[config.mk]
export PLATFORM = sky130hd
export DESIGN_NAME = border_pad_address_mapper
export DESIGN_NICKNAME = d
export VERILOG_FILES = /design/src/rtl/bpam_pkg.sv /design/src/rtl/border_pad_address_mapper.sv
export SDC_FILE = /design/constraint.sdc
export NUM_CORES = 2
export LEC_CHECK = 0
export BUFFER_PORTS_ARGS = -buffer_cell sky130_fd_sc_hd__buf_2
export CAP_MARGIN = 20
export CELL_PAD_IN_SITES_DETAIL_PLACEMENT = 0
export CELL_PAD_IN_SITES_GLOBAL_PLACEMENT = 2
export CORE_ASPECT_RATIO = 1.5
export CORE_MARGIN = 2
export CORE_UTILIZATION = 42
export DETAILED_ROUTE_END_ITERATION = 12
export PLACE_DENSITY_LB_ADDON = 0.1
export SETUP_SLACK_MARGIN = 0.15
export SLEW_MARGIN = 5
export SYNTH_ARGS = -nofsm -noshare
export SYNTH_HDL_FRONTEND = slang
export SYNTH_SLANG_ARGS = --single-unit
[constraint.sdc]
create_clock -name aclk -period 11.6 [get_ports aclk]
set_clock_uncertainty 0.05 [all_clocks]
set_input_delay 1.16 -clock aclk [delete_from_list [all_inputs] [get_ports aclk]]
set_output_delay 1.16 -clock aclk [all_outputs]
set_load 0.05 [all_outputs]
[src/rtl/bpam_pkg.sv]
// Package for the border pad address mapper: register indexes, pad modes
// and fixed field widths. No dependencies.
package bpam_pkg;

    // configuration register indexes
    typedef enum logic [2:0] {
        REG_IMAGE_WIDTH   = 3'd0,
        REG_IMAGE_HEIGHT  = 3'd1,
        REG_PAD_LEFT      = 3'd2,
        REG_PAD_RIGHT     = 3'd3,
        REG_PAD_TOP       = 3'd4,
        REG_PAD_BOTTOM    = 3'd5,
        REG_CHANNEL_COUNT = 3'd6,
        REG_PAD_MODE      = 3'd7
    } cfg_index_t;

    // border fill modes; the fourth code behaves as zero fill
    localparam logic [1:0] MODE_ZERO      = 2'd0;
    localparam logic [1:0] MODE_REPLICATE = 2'd1;
    localparam logic [1:0] MODE_REFLECT   = 2'd2;

    localparam int CFG_DIM_W   = 13;
    localparam int CFG_PAD_W   = 12;
    localparam int CFG_CH_W    = 3;
    localparam int CFG_MODE_W  = 2;
    localparam int CFG_DATA_W  = 13;
    localparam int COORD_W     = 14;
    localparam int SRC_COORD_W = 12;
    localparam int SRC_ADDR_W  = 26;
    localparam int DST_ADDR_W  = 30;
    localparam int S_TDATA_W   = 32;
    localparam int M_TDATA_W   = 80;
    localparam int M_TUSER_W   = 3;

endpackage

[src/rtl/border_pad_address_mapper.sv]
// Border pad address mapper, top level.
// Uses bpam_pkg for register indexes, mode codes and field widths.
//
// Usage:
//   Each item on the s_ channel is one pixel coordinate of the bordered
//   image. Each item on the m_ channel is the matching result: source
//   pixel, source and destination element addresses and three flags.
//   One result per item, in order.
//   Configuration (size, pads, channel count, fill mode) is written through
//   cfg_we / cfg_index / cfg_data while no item is in flight.
// Pipeline: four register stages, the first loaded at the accept edge: bounds,
//   axis mapping + row product, address sums, channel scaling and output register.
// Throughput: one item per cycle while the output is not stalled; every stage
//   takes a new item each cycle unless the stage after it is full and stalled.
// Stall: each stage holds while the one after it is full and stalled, so
//   bubbles collapse and s_tready drops only once all four stages are full.
// Reset: synchronous, active low; clears all stage valids and loads the
//   register reset values (1x1 image, no pads, 3 channels, zero fill).
module border_pad_address_mapper #(
    parameter int MAX_DIM      = 4096,
    parameter int MAX_CHANNELS = 4
) (
    input  logic                              aclk,
    input  logic                              aresetn,
    // configuration write port
    input  logic                              cfg_we,
    input  logic [2:0]                        cfg_index,
    input  logic [bpam_pkg::CFG_DATA_W-1:0]   cfg_data,
    // coordinate items
    input  logic                              s_tvalid,
    output logic                              s_tready,
    // [13:0] out_col, [27:14] out_row, [31:28] zero
    input  logic [bpam_pkg::S_TDATA_W-1:0]    s_tdata,
    // result items
    output logic                              m_tvalid,
    input  logic                              m_tready,
    // [11:0] src_col, [23:12] src_row, [49:24] src_address, [79:50] dst_address
    output logic [bpam_pkg::M_TDATA_W-1:0]    m_tdata,
    // [0] is_interior, [1] is_zero_fill, [2] is_outside
    output logic [bpam_pkg::M_TUSER_W-1:0]    m_tuser
);

    localparam int DIM_W = $clog2(MAX_DIM + 1);
    localparam int SAT_W = (DIM_W > bpam_pkg::CFG_DIM_W) ? DIM_W : bpam_pkg::CFG_DIM_W;
    localparam int CH_W  = $clog2(MAX_CHANNELS + 1);
    localparam int CHC_W = (CH_W > bpam_pkg::CFG_CH_W) ? CH_W : bpam_pkg::CFG_CH_W;
    localparam int NW_W  = SAT_W + 2;      // width + two pads
    localparam int D_W   = NW_W + 1;       // signed edge offset
    localparam int CW    = bpam_pkg::COORD_W;
    localparam int SW    = bpam_pkg::SRC_ADDR_W;
    localparam int DW    = bpam_pkg::DST_ADDR_W;

    // ---------------- configuration registers ----------------
    logic [bpam_pkg::CFG_DIM_W-1:0]  width_reg, height_reg;
    logic [bpam_pkg::CFG_PAD_W-1:0]  pad_l_reg, pad_r_reg, pad_t_reg, pad_b_reg;
    logic [bpam_pkg::CFG_CH_W-1:0]   chan_reg;
    logic [bpam_pkg::CFG_MODE_W-1:0] mode_reg;

    always_ff @(posedge aclk) begin
        if (!aresetn) begin
            width_reg  <= bpam_pkg::CFG_DIM_W'(1);
            height_reg <= bpam_pkg::CFG_DIM_W'(1);
            pad_l_reg  <= '0;
            pad_r_reg  <= '0;
            pad_t_reg  <= '0;
            pad_b_reg  <= '0;
            chan_reg   <= bpam_pkg::CFG_CH_W'(3);
            mode_reg   <= bpam_pkg::MODE_ZERO;
        end else if (cfg_we) begin
            case (bpam_pkg::cfg_index_t'(cfg_index))
                bpam_pkg::REG_IMAGE_WIDTH:   width_reg  <= cfg_data;
                bpam_pkg::REG_IMAGE_HEIGHT:  height_reg <= cfg_data;
                bpam_pkg::REG_PAD_LEFT:      pad_l_reg  <= cfg_data[bpam_pkg::CFG_PAD_W-1:0];
                bpam_pkg::REG_PAD_RIGHT:     pad_r_reg  <= cfg_data[bpam_pkg::CFG_PAD_W-1:0];
                bpam_pkg::REG_PAD_TOP:       pad_t_reg  <= cfg_data[bpam_pkg::CFG_PAD_W-1:0];
                bpam_pkg::REG_PAD_BOTTOM:    pad_b_reg  <= cfg_data[bpam_pkg::CFG_PAD_W-1:0];
                bpam_pkg::REG_CHANNEL_COUNT: chan_reg   <= cfg_data[bpam_pkg::CFG_CH_W-1:0];
                bpam_pkg::REG_PAD_MODE:      mode_reg   <= cfg_data[bpam_pkg::CFG_MODE_W-1:0];
                default: ;
            endcase
        end
    end

    // ---------------- clamped configuration ----------------
    // zero counts as one, anything above the maximum as the maximum
    logic [SAT_W-1:0] width_ext, height_ext;
    logic [CHC_W-1:0] chan_ext;
    logic [DIM_W-1:0] img_w, img_h;
    logic [CH_W-1:0]  chans;
    logic [NW_W-1:0]  frame_w, frame_h;

    always_comb begin
        width_ext  = SAT_W'(width_reg);
        height_ext = SAT_W'(height_reg);
        chan_ext   = CHC_W'(chan_reg);
        if (width_ext == '0)                     img_w = DIM_W'(1);
        else if (width_ext > SAT_W'(MAX_DIM))    img_w = DIM_W'(MAX_DIM);
        else                                     img_w = DIM_W'(width_ext);
        if (height_ext == '0)                    img_h = DIM_W'(1);
        else if (height_ext > SAT_W'(MAX_DIM))   img_h = DIM_W'(MAX_DIM);
        else                                     img_h = DIM_W'(height_ext);
        if (chan_ext == '0)                      chans = CH_W'(1);
        else if (chan_ext > CHC_W'(MAX_CHANNELS)) chans = CH_W'(MAX_CHANNELS);
        else                                     chans = CH_W'(chan_ext);
        frame_w = NW_W'(img_w) + NW_W'(pad_l_reg) + NW_W'(pad_r_reg);
        frame_h = NW_W'(img_h) + NW_W'(pad_t_reg) + NW_W'(pad_b_reg);
    end

    // map an offset from the image edge onto [0, n-1]
    function automatic logic [DIM_W-1:0] map_axis(
        input logic signed [D_W-1:0] d,
        input logic signed [D_W-1:0] n,
        input logic                  refl
    );
        logic signed [D_W:0] r;
        logic signed [D_W:0] dx;
        logic signed [D_W:0] nx;
        logic [DIM_W-1:0]    res;
        begin
            dx  = {d[D_W-1], d};
            nx  = {n[D_W-1], n};
            r   = '0;
            res = '0;
            if (d >= 0 && d < n) begin
                res = DIM_W'(d);
            end else if (refl) begin
                // mirror with the edge pixel repeated; ~d is -d-1
                if (d < 0) r = ~dx;
                else       r = (nx <<< 1) - dx - (D_W+1)'(1);
                if (r >= 0 && r < nx) res = DIM_W'(r);
                else                  res = '0;
            end else begin
                res = (d < 0) ? '0 : DIM_W'(n - 1);
            end
            map_axis = res;
        end
    endfunction

    // ---------------- handshake chain ----------------
    logic s1_v_reg, s2_v_reg, s3_v_reg, s4_v_reg;
    logic rdy1, rdy2, rdy3, rdy4;

    assign rdy4     = !s4_v_reg || m_tready;
    assign rdy3     = !s3_v_reg || rdy4;
    assign rdy2     = !s2_v_reg || rdy3;
    assign rdy1     = !s1_v_reg || rdy2;
    assign s_tready = rdy1;

    always_ff @(posedge aclk) begin
        if (!aresetn) begin
            s1_v_reg <= 1'b0;
            s2_v_reg <= 1'b0;
            s3_v_reg <= 1'b0;
            s4_v_reg <= 1'b0;
        end else begin
            if (rdy1) s1_v_reg <= s_tvalid;
            if (rdy2) s2_v_reg <= s1_v_reg;
            if (rdy3) s3_v_reg <= s2_v_reg;
            if (rdy4) s4_v_reg <= s3_v_reg;
        end
    end

    // ---------------- stage 1: frame bounds, edge offsets ----------------
    logic [CW-1:0]         s1_x_reg, s1_y_reg, s1_x_next, s1_y_next;
    logic signed [D_W-1:0] s1_dx_reg, s1_dy_reg, s1_dx_next, s1_dy_next;
    logic                  s1_out_reg, s1_out_next;

    always_comb begin
        s1_x_next   = s_tdata[CW-1:0];
        s1_y_next   = s_tdata[2*CW-1:CW];
        s1_out_next = (NW_W'(s1_x_next) >= frame_w) || (NW_W'(s1_y_next) >= frame_h);
        s1_dx_next  = $signed(D_W'(s1_x_next)) - $signed(D_W'(pad_l_reg));
        s1_dy_next  = $signed(D_W'(s1_y_next)) - $signed(D_W'(pad_t_reg));
    end

    always_ff @(posedge aclk) begin
        if (rdy1) begin
            s1_x_reg   <= s1_x_next;
            s1_y_reg   <= s1_y_next;
            s1_dx_reg  <= s1_dx_next;
            s1_dy_reg  <= s1_dy_next;
            s1_out_reg <= s1_out_next;
        end
    end

    // ---------------- stage 2: axis mapping, row product ----------------
    logic [DIM_W-1:0] s2_sx_reg, s2_sy_reg, s2_sx_next, s2_sy_next;
    logic [DW-1:0]    s2_rowp_reg, s2_rowp_next;
    logic [CW-1:0]    s2_x_reg;
    logic             s2_int_reg, s2_int_next, s2_zero_reg, s2_zero_next, s2_out_reg;
    logic signed [D_W-1:0] wn, hn;
    logic             refl;

    always_comb begin
        wn   = $signed(D_W'(img_w));
        hn   = $signed(D_W'(img_h));
        refl = (mode_reg == bpam_pkg::MODE_REFLECT);
        s2_int_next  = (s1_dx_reg >= 0) && (s1_dx_reg < wn) &&
                       (s1_dy_reg >= 0) && (s1_dy_reg < hn);
        s2_zero_next = !s2_int_next && (mode_reg != bpam_pkg::MODE_REPLICATE) && !refl;
        if (s2_zero_next) begin
            s2_sx_next = '0;
            s2_sy_next = '0;
        end else begin
            s2_sx_next = map_axis(s1_dx_reg, wn, refl);
            s2_sy_next = map_axis(s1_dy_reg, hn, refl);
        end
        s2_rowp_next = DW'(s1_y_reg) * DW'(frame_w);
    end

    always_ff @(posedge aclk) begin
        if (rdy2) begin
            s2_sx_reg   <= s2_sx_next;
            s2_sy_reg   <= s2_sy_next;
            s2_rowp_reg <= s2_rowp_next;
            s2_x_reg    <= s1_x_reg;
            s2_int_reg  <= s2_int_next;
            s2_zero_reg <= s2_zero_next;
            s2_out_reg  <= s1_out_reg;
        end
    end

    // ---------------- stage 3: pixel indexes ----------------
    logic [DIM_W-1:0] s3_sx_reg, s3_sy_reg;
    logic [SW-1:0]    s3_spix_reg, s3_spix_next;
    logic [DW-1:0]    s3_dpix_reg, s3_dpix_next;
    logic             s3_int_reg, s3_zero_reg, s3_out_reg;

    always_comb begin
        s3_spix_next = SW'(s2_sy_reg) * SW'(img_w) + SW'(s2_sx_reg);
        s3_dpix_next = s2_rowp_reg + DW'(s2_x_reg);
    end

    always_ff @(posedge aclk) begin
        if (rdy3) begin
            s3_sx_reg   <= s2_sx_reg;
            s3_sy_reg   <= s2_sy_reg;
            s3_spix_reg <= s3_spix_next;
            s3_dpix_reg <= s3_dpix_next;
            s3_int_reg  <= s2_int_reg;
            s3_zero_reg <= s2_zero_reg;
            s3_out_reg  <= s2_out_reg;
        end
    end

    // ---------------- stage 4: channel scaling, output register ----------------
    logic [bpam_pkg::M_TDATA_W-1:0] s4_data_reg, s4_data_next;
    logic [bpam_pkg::M_TUSER_W-1:0] s4_user_reg, s4_user_next;
    logic [SW-1:0]                  src_addr;
    logic [DW-1:0]                  dst_addr;

    always_comb begin
        src_addr = s3_spix_reg * SW'(chans);
        dst_addr = s3_dpix_reg * DW'(chans);
        if (s3_out_reg) begin
            // beyond the bordered frame: only the outside flag is set
            s4_data_next = '0;
            s4_user_next = 3'b100;
        end else begin
            s4_data_next = {dst_addr, src_addr,
                            s3_sy_reg[bpam_pkg::SRC_COORD_W-1:0],
                            s3_sx_reg[bpam_pkg::SRC_COORD_W-1:0]};
            s4_user_next = {1'b0, s3_zero_reg, s3_int_reg};
        end
    end

    always_ff @(posedge aclk) begin
        if (rdy4) begin
            s4_data_reg <= s4_data_next;
            s4_user_reg <= s4_user_next;
        end
    end

    assign m_tvalid = s4_v_reg;
    assign m_tdata  = s4_data_reg;
    assign m_tuser  = s4_user_reg;

    // ---------------- assertions ----------------
    // outside results carry nothing but the flag
    a_outside_clear: assert property (@(posedge aclk) disable iff (!aresetn)
        (m_tvalid && m_tuser[2]) |-> (m_tdata == '0 && m_tuser[1:0] == 2'b00))
        else $error("outside result carries data");

    // zero-filled pixels have no source
    a_zero_no_src: assert property (@(posedge aclk) disable iff (!aresetn)
        (m_tvalid && m_tuser[1]) |-> (m_tdata[49:0] == '0))
        else $error("zero fill with nonzero source");

    // interior and zero fill exclude each other
    a_int_zero: assert property (@(posedge aclk) disable iff (!aresetn)
        m_tvalid |-> !(m_tuser[0] && m_tuser[1]))
        else $error("interior pixel marked zero fill");

    // a full stage blocked downstream keeps its item
    a_s2_hold: assert property (@(posedge aclk) disable iff (!aresetn)
        (s2_v_reg && !rdy3) |=> (s2_v_reg && $stable(s2_rowp_reg) && $stable(s2_sx_reg)))
        else $error("stage two lost an item under stall");

    // stage three never advances while the output is stalled
    a_s3_hold: assert property (@(posedge aclk) disable iff (!aresetn)
        (s3_v_reg && s4_v_reg && !m_tready) |=> (s3_v_reg && $stable(s3_dpix_reg)))
        else $error("stage three overwrote a waiting item");

endmodule

# After elaboration in Yosys (flattened, before gate mapping)
# Index checks and enable logic that the tools add are counted.
[totals]
regBits = 380
input_bits = 53
output_inout_bits = 85
word_cells = 132
[op_classes]
n_addsub = 14
mul = 4
order_cmp = 15
eq_ne = 9
mux = 23
n_bitwise = 2
reduce_logical = 31
[op_table]
columns = ["operator", "count"]
rows = [
  ["$mux W13", 12],
  ["$mux W17", 8],
  ["$ge A17 B1 Y1 const B", 2],
  ["$lt A17 B14 Y1", 2],
  ["$not A15 Y17", 2],
  ["$sub A17 B2 Y17 const B", 2],
  ["$sub A15 B15 Y16", 2],
  ["$add A14 B12 Y15", 2],
  ["$add A29 B14 Y30", 1],
  ["$ge A14 B15 Y1", 2],
  ["$ge A15 B1 Y1 const B", 2],
  ["$lt A15 B1 Y1 const B", 2],
  ["$lt A15 B14 Y1", 2],
  ["$mul A30 B3 Y30", 1],
  ["$sub A14 B12 Y15", 2],
  ["$mul A14 B15 Y29", 1],
  ["$add A13 B12 Y14", 2],
  ["$add A26 B13 Y26", 1],
  ["$gt A13 B13 Y1 const B", 2],
  ["$logic_not A13 Y1", 2],
  ["$mul A13 B13 Y26", 1],
  ["$mul A26 B3 Y26", 1],
  ["$sub A13 B1 Y13 const B", 2],
  ["$reduce_and A2 Y1", 8],
  ["11 further kinds", 34],
]

# Depth between registers and ports, before layout
[logic_depth]
word_depth = 16
ltp_mapped = 38
depth_no_buf = 36

# Worst setup path after synthesis
# OpenSTA, ideal clock, no wires.
[synth_timing]
path_type = "reg2reg"
from = "register width_reg (netlist bit width_ext[12])"
to = "register s2_rowp_reg[28], data pin"
t_arrival_ps = 8578
required_ps = 11290
setup_slack_ps = 2712
path_stages_with_launch = 35
synth_period_minus_slack_ps = 8888
cell_sequence = "dfxtp_1 > clkbuf_1 > nor2b_1 > clkbuf_1 > fa_1 > ha_1 > fa_1 > a21o_1 > a21oi_1 > o21bai_1 > a21oi_1 > o21bai_1 > a21oi_1 > o21bai_1 > a21oi_1 > xnor2_1 > and2_1 > fa_1 > inv_1 > fa_1 > inv_1 > fa_1 > fa_1 > fa_1 > inv_1 > fa_1 > inv_1 > ha_1 > a21o_1 > a211oi_1 > a2111o_1 > a31oi_1 > a41o_1 > o41a_1 > xnor2_1"
[synth_via]
elab_chain_len = 6
elab_cells_between_ends = 7
cone_classes = "2 x add/sub; 1 x mul; 1 x order compare; 2 x mux; 1 x reduce/logical"
[synth_lines]
columns = ["element", "line", "source"]
rows = [
  ["start, declared", "border_pad_address_mapper.sv:54", "logic [bpam_pkg::CFG_DIM_W-1:0] width_reg, height_reg;"],
  ["start signal, assigned", "border_pad_address_mapper.sv:61", "width_reg <= bpam_pkg::CFG_DIM_W'(1);"],
  ["start signal, assigned", "border_pad_address_mapper.sv:71", "bpam_pkg::REG_IMAGE_WIDTH: width_reg <= cfg_data;"],
  ["$gt A13 B13 Y1", "border_pad_address_mapper.sv:97", "else if (width_ext > SAT_W'(MAX_DIM)) img_w = DIM_W'(MAX_DIM);"],
  ["$mux W13", "border_pad_address_mapper.sv:97", ""],
  ["$mux W13 *", "border_pad_address_mapper.sv:96", "if (width_ext == '0) img_w = DIM_W'(1);"],
  ["$add A13 B12 Y14 *", "border_pad_address_mapper.sv:105", "frame_w = NW_W'(img_w) + NW_W'(pad_l_reg) + NW_W'(pad_r_reg);"],
  ["$add A14 B12 Y15 *", "border_pad_address_mapper.sv:105", ""],
  ["$mul A14 B15 Y29 *", "border_pad_address_mapper.sv:208", "s2_rowp_next = DW'(s1_y_reg) * DW'(frame_w);"],
  ["net s2_rowp_next[28]", "border_pad_address_mapper.sv:188", "logic [DW-1:0] s2_rowp_reg, s2_rowp_next;"],
  ["end signal, assigned", "border_pad_address_mapper.sv:215", "s2_rowp_reg <= s2_rowp_next;"],
  ["end, declared", "border_pad_address_mapper.sv:188", ""],
]
# Mark *: on every way through the listed nets, which the timed path passes. The rest lies on a longest branch.
# A chain may end at the register's enable or synchronous reset.

# Worst setup path after layout
# Ends and elaborated chain as after synthesis.

==> flow_summary.ini <==
[timing]
setup_viol = 0
fin_crit_ns = 9.56
max_freq_ghz = 0.105
finalCritPeriodShare = 0.824
rsz0062_at_grt = false
report.final.hold_viol_count = 0
worstMarginPinSlew_ns = 1.03
finalMaxSlewViolations = 0
tns_ns = 0
worst_slew_margin_rel = 0.308

[setup_path]
r2r-start = width_ext[12]
startpoint = width_ext[12]
crit_path_max_fanout = 24
crit_top_cell = fa_1
cp_data_required_time_ns = 11.88
end_kind = flip-flop
crit_slowest_cell = dfxtp_1
worst_setup_path_start_kind = flip-flop
critical-path-max-stage-delay_ns = 0.68
cp_data_arrival_time_ns = 9.84
crit_type = flip-flop to flip-flop

[yosys]
synth_seq_area_share = 0.277
syn_inst = 4064
yosys_most_used_dff = edfxtp_1
syn_area_per_cell_um2 = 9.41
async_flop_share = 0
synth_fp_nets = 4880
syn-cell-area_um2 = 38200
ys_warn_count = 0
ys_seq_elements = 380
synth_edf_count = 297
ys_types = 88

[floorplan]
fp-row-count = 135
die_w_um = 250
core-area_um2 = 90200
pin_count = 138
die_h_um = 374
die_area_um2 = 93500
initial_core_util = 0.424

[drt]
drt-initial-drc-count = 1204
wl_per_cell_um = 18.9
vias = 27700
antenna_left = 0
routed_wirelength_um = 101000
drc_errors = 0
drt_pre_antenna_iters = 5
viasPerCell = 5.20

[global_route]
grt_pass1_vias = 28500
grt_usage = 0.218
grt_pass1_wl_um = 159000
antenna_found_initial = 7
grt_max_degree = 84
grt.overflow.total = 0

[hold_path]
hold_path_class = flip-flop to flip-flop
hold_start = s1_x_reg[1]

[power]
p_leak_nw = 19.6
peakVddDrop_uv = 99.5
power.total_mw = 5.10
power.density_nw_per_um2 = 123

[final_layout]
layout-drive-gt1-share = 0.0699
n_fill_cell = 8910
final_nets = 4949
largest_reg_flops = 80
syn_to_final_growth_pct = 8.65

[clocking]
ctsResizeCount = 0
clk_path_buf_depth = 3
htreeDepth = 2
clk_latency_ns = 0.60
cts_tree = built
numCtsBuffers = 42
cts_sinks = 380
cts_root_buf = clkbuf_16
post_cts_buffers = 0
clkTransAtPathRegs_ns = 0.06
cts_hold_buf = 0

[flow_run]
cap_violations = 0

[run_status]
status = complete, no violations

[placement]
gp_congestion = 0.842
dp_hpwl_um = 79200
port-buffer-count = 133
worst max-delay path, delay by kind of cell, from the launching register on:
family	cells	cell delay [ns]
DFF	1	0.68
buffers and inverters	6	0.80
xor gates and xnor gates	2	0.24
and+or+nand+nor	2	0.39
adders and majority gates	10	4.41
AOI/OAI and AO/OA	14	2.74
where the power goes:
group / internal, mW / leakage, nW / total (mW) / switching, mW
clock network: 0.763 / 0.660 / 1.37 / 0.610
logic: 0.780 / 14.9 / 1.96 / 1.18
registers: 1.64 / 4.11 / 1.76 / 0.119
total: 3.18 / 19.6 / 5.10 / 1.91
kinds of logic (layout without fill, tap and decap cells):
logic type                 after synthesis  after routing  synth area share
and+or+nand+nor                       1334           1334             0.167
adders and majority gates              763            763             0.319
buffers and inverters                  722            824            0.0716
AOI/OAI and AO/OA                      658            658             0.117
DFF                                    380            380             0.277
xor gates and xnor gates               197            197            0.0455
muxes                                   10             10           0.00265
other                                    0              1                 0
cells in the mapped netlist (12+ instances only):
cell type,count,share of area
ha_1,408,0.13
nand2b_1,19,0.0031
fa_1,355,0.19
nor2_1,193,0.019
a21boi_0,88,0.017
clkbuf_1,133,0.013
dfxtp_1,83,0.043
a21o_1,61,0.012
a211o_1,13,0.0030
xor2_1,57,0.013
nand3_1,47,0.0062
a21oi_1,162,0.021
edfxtp_1,297,0.23
a211oi_1,29,0.0057
o21a_1,42,0.0082
or3_1,12,0.0020
a31oi_1,17,0.0028
xnor2_1,139,0.032
nor2b_1,88,0.014
inv_1,572,0.056
nand4_1,32,0.0052
and2_1,220,0.036
and3_1,19,0.0031
o211ai_1,16,0.0031
o21ai_0,104,0.014
o21bai_1,25,0.0049
nor3_1,66,0.0086
nand2_1,577,0.057
per-stage QoR:
stage	util	hold WS, ns	worst slack, ns	area, um^2	instances
2_1_floorplan	-	0.350	2.71	38200	4064
3_3_place_gp	0.445	0.351	2.05	40100	5251
3_5_place_dp	0.445	0.355	2.01	40100	5251
4_1_cts	0.460	0.370	1.99	41500	5328
5_1_grt	0.461	0.377	1.49	41500	5330
6_report	0.461	0.370	2.04	41500	5331
layout make-up:
cell class / count / area (um^2) / area share
inverter: 574 / 2160 / 0.0519
multi-input combinational: 2962 / 25000 / 0.601
antenna: 1 / 2.50 / 0.0000602
sequential: 380 / 10600 / 0.255
timing repair buffer: 173 / 998 / 0.0240
tap: 1164 / 1460 / 0.0351
clock inverter: 25 / 273 / 0.00656
clock buffer: 52 / 1110 / 0.0268
routing by layer:
layer | GRT usage | up-vias | routed length [um]
met3 | 0.0180 | 139 | 2720
met2 | 0.403 | 439 | 52300
li1 | - | 13600 | -
met5 | 0 | - | 22
met4 | 0.0630 | 4 | 2870
met1 | 0.268 | 13500 | 42800
placed cells by master (no fill, tap or decap), drive strengths merged, types with 57 or more instances in the layout:
cell type  count
nand2        577
inv          577
ha           408
fa           355
edfxtp       297
and2         220
nor2         194
buf          173
a21oi        162
xnor2        139
o21ai        113
a21boi        89
nor2b         88
dfxtp         83
nor3          67
a21o          61
xor2          57
final timing paths:
path	cells past startpoint	slack [ns]	to
max	34	2.04	s2_rowp_reg[28]
min	0	0.37	s2_x_reg[1]
max reg2reg	34	2.04	s2_rowp_reg[28]
min reg2reg	0	0.37	s2_x_reg[1]
Power figures use the tool's default switching activity.
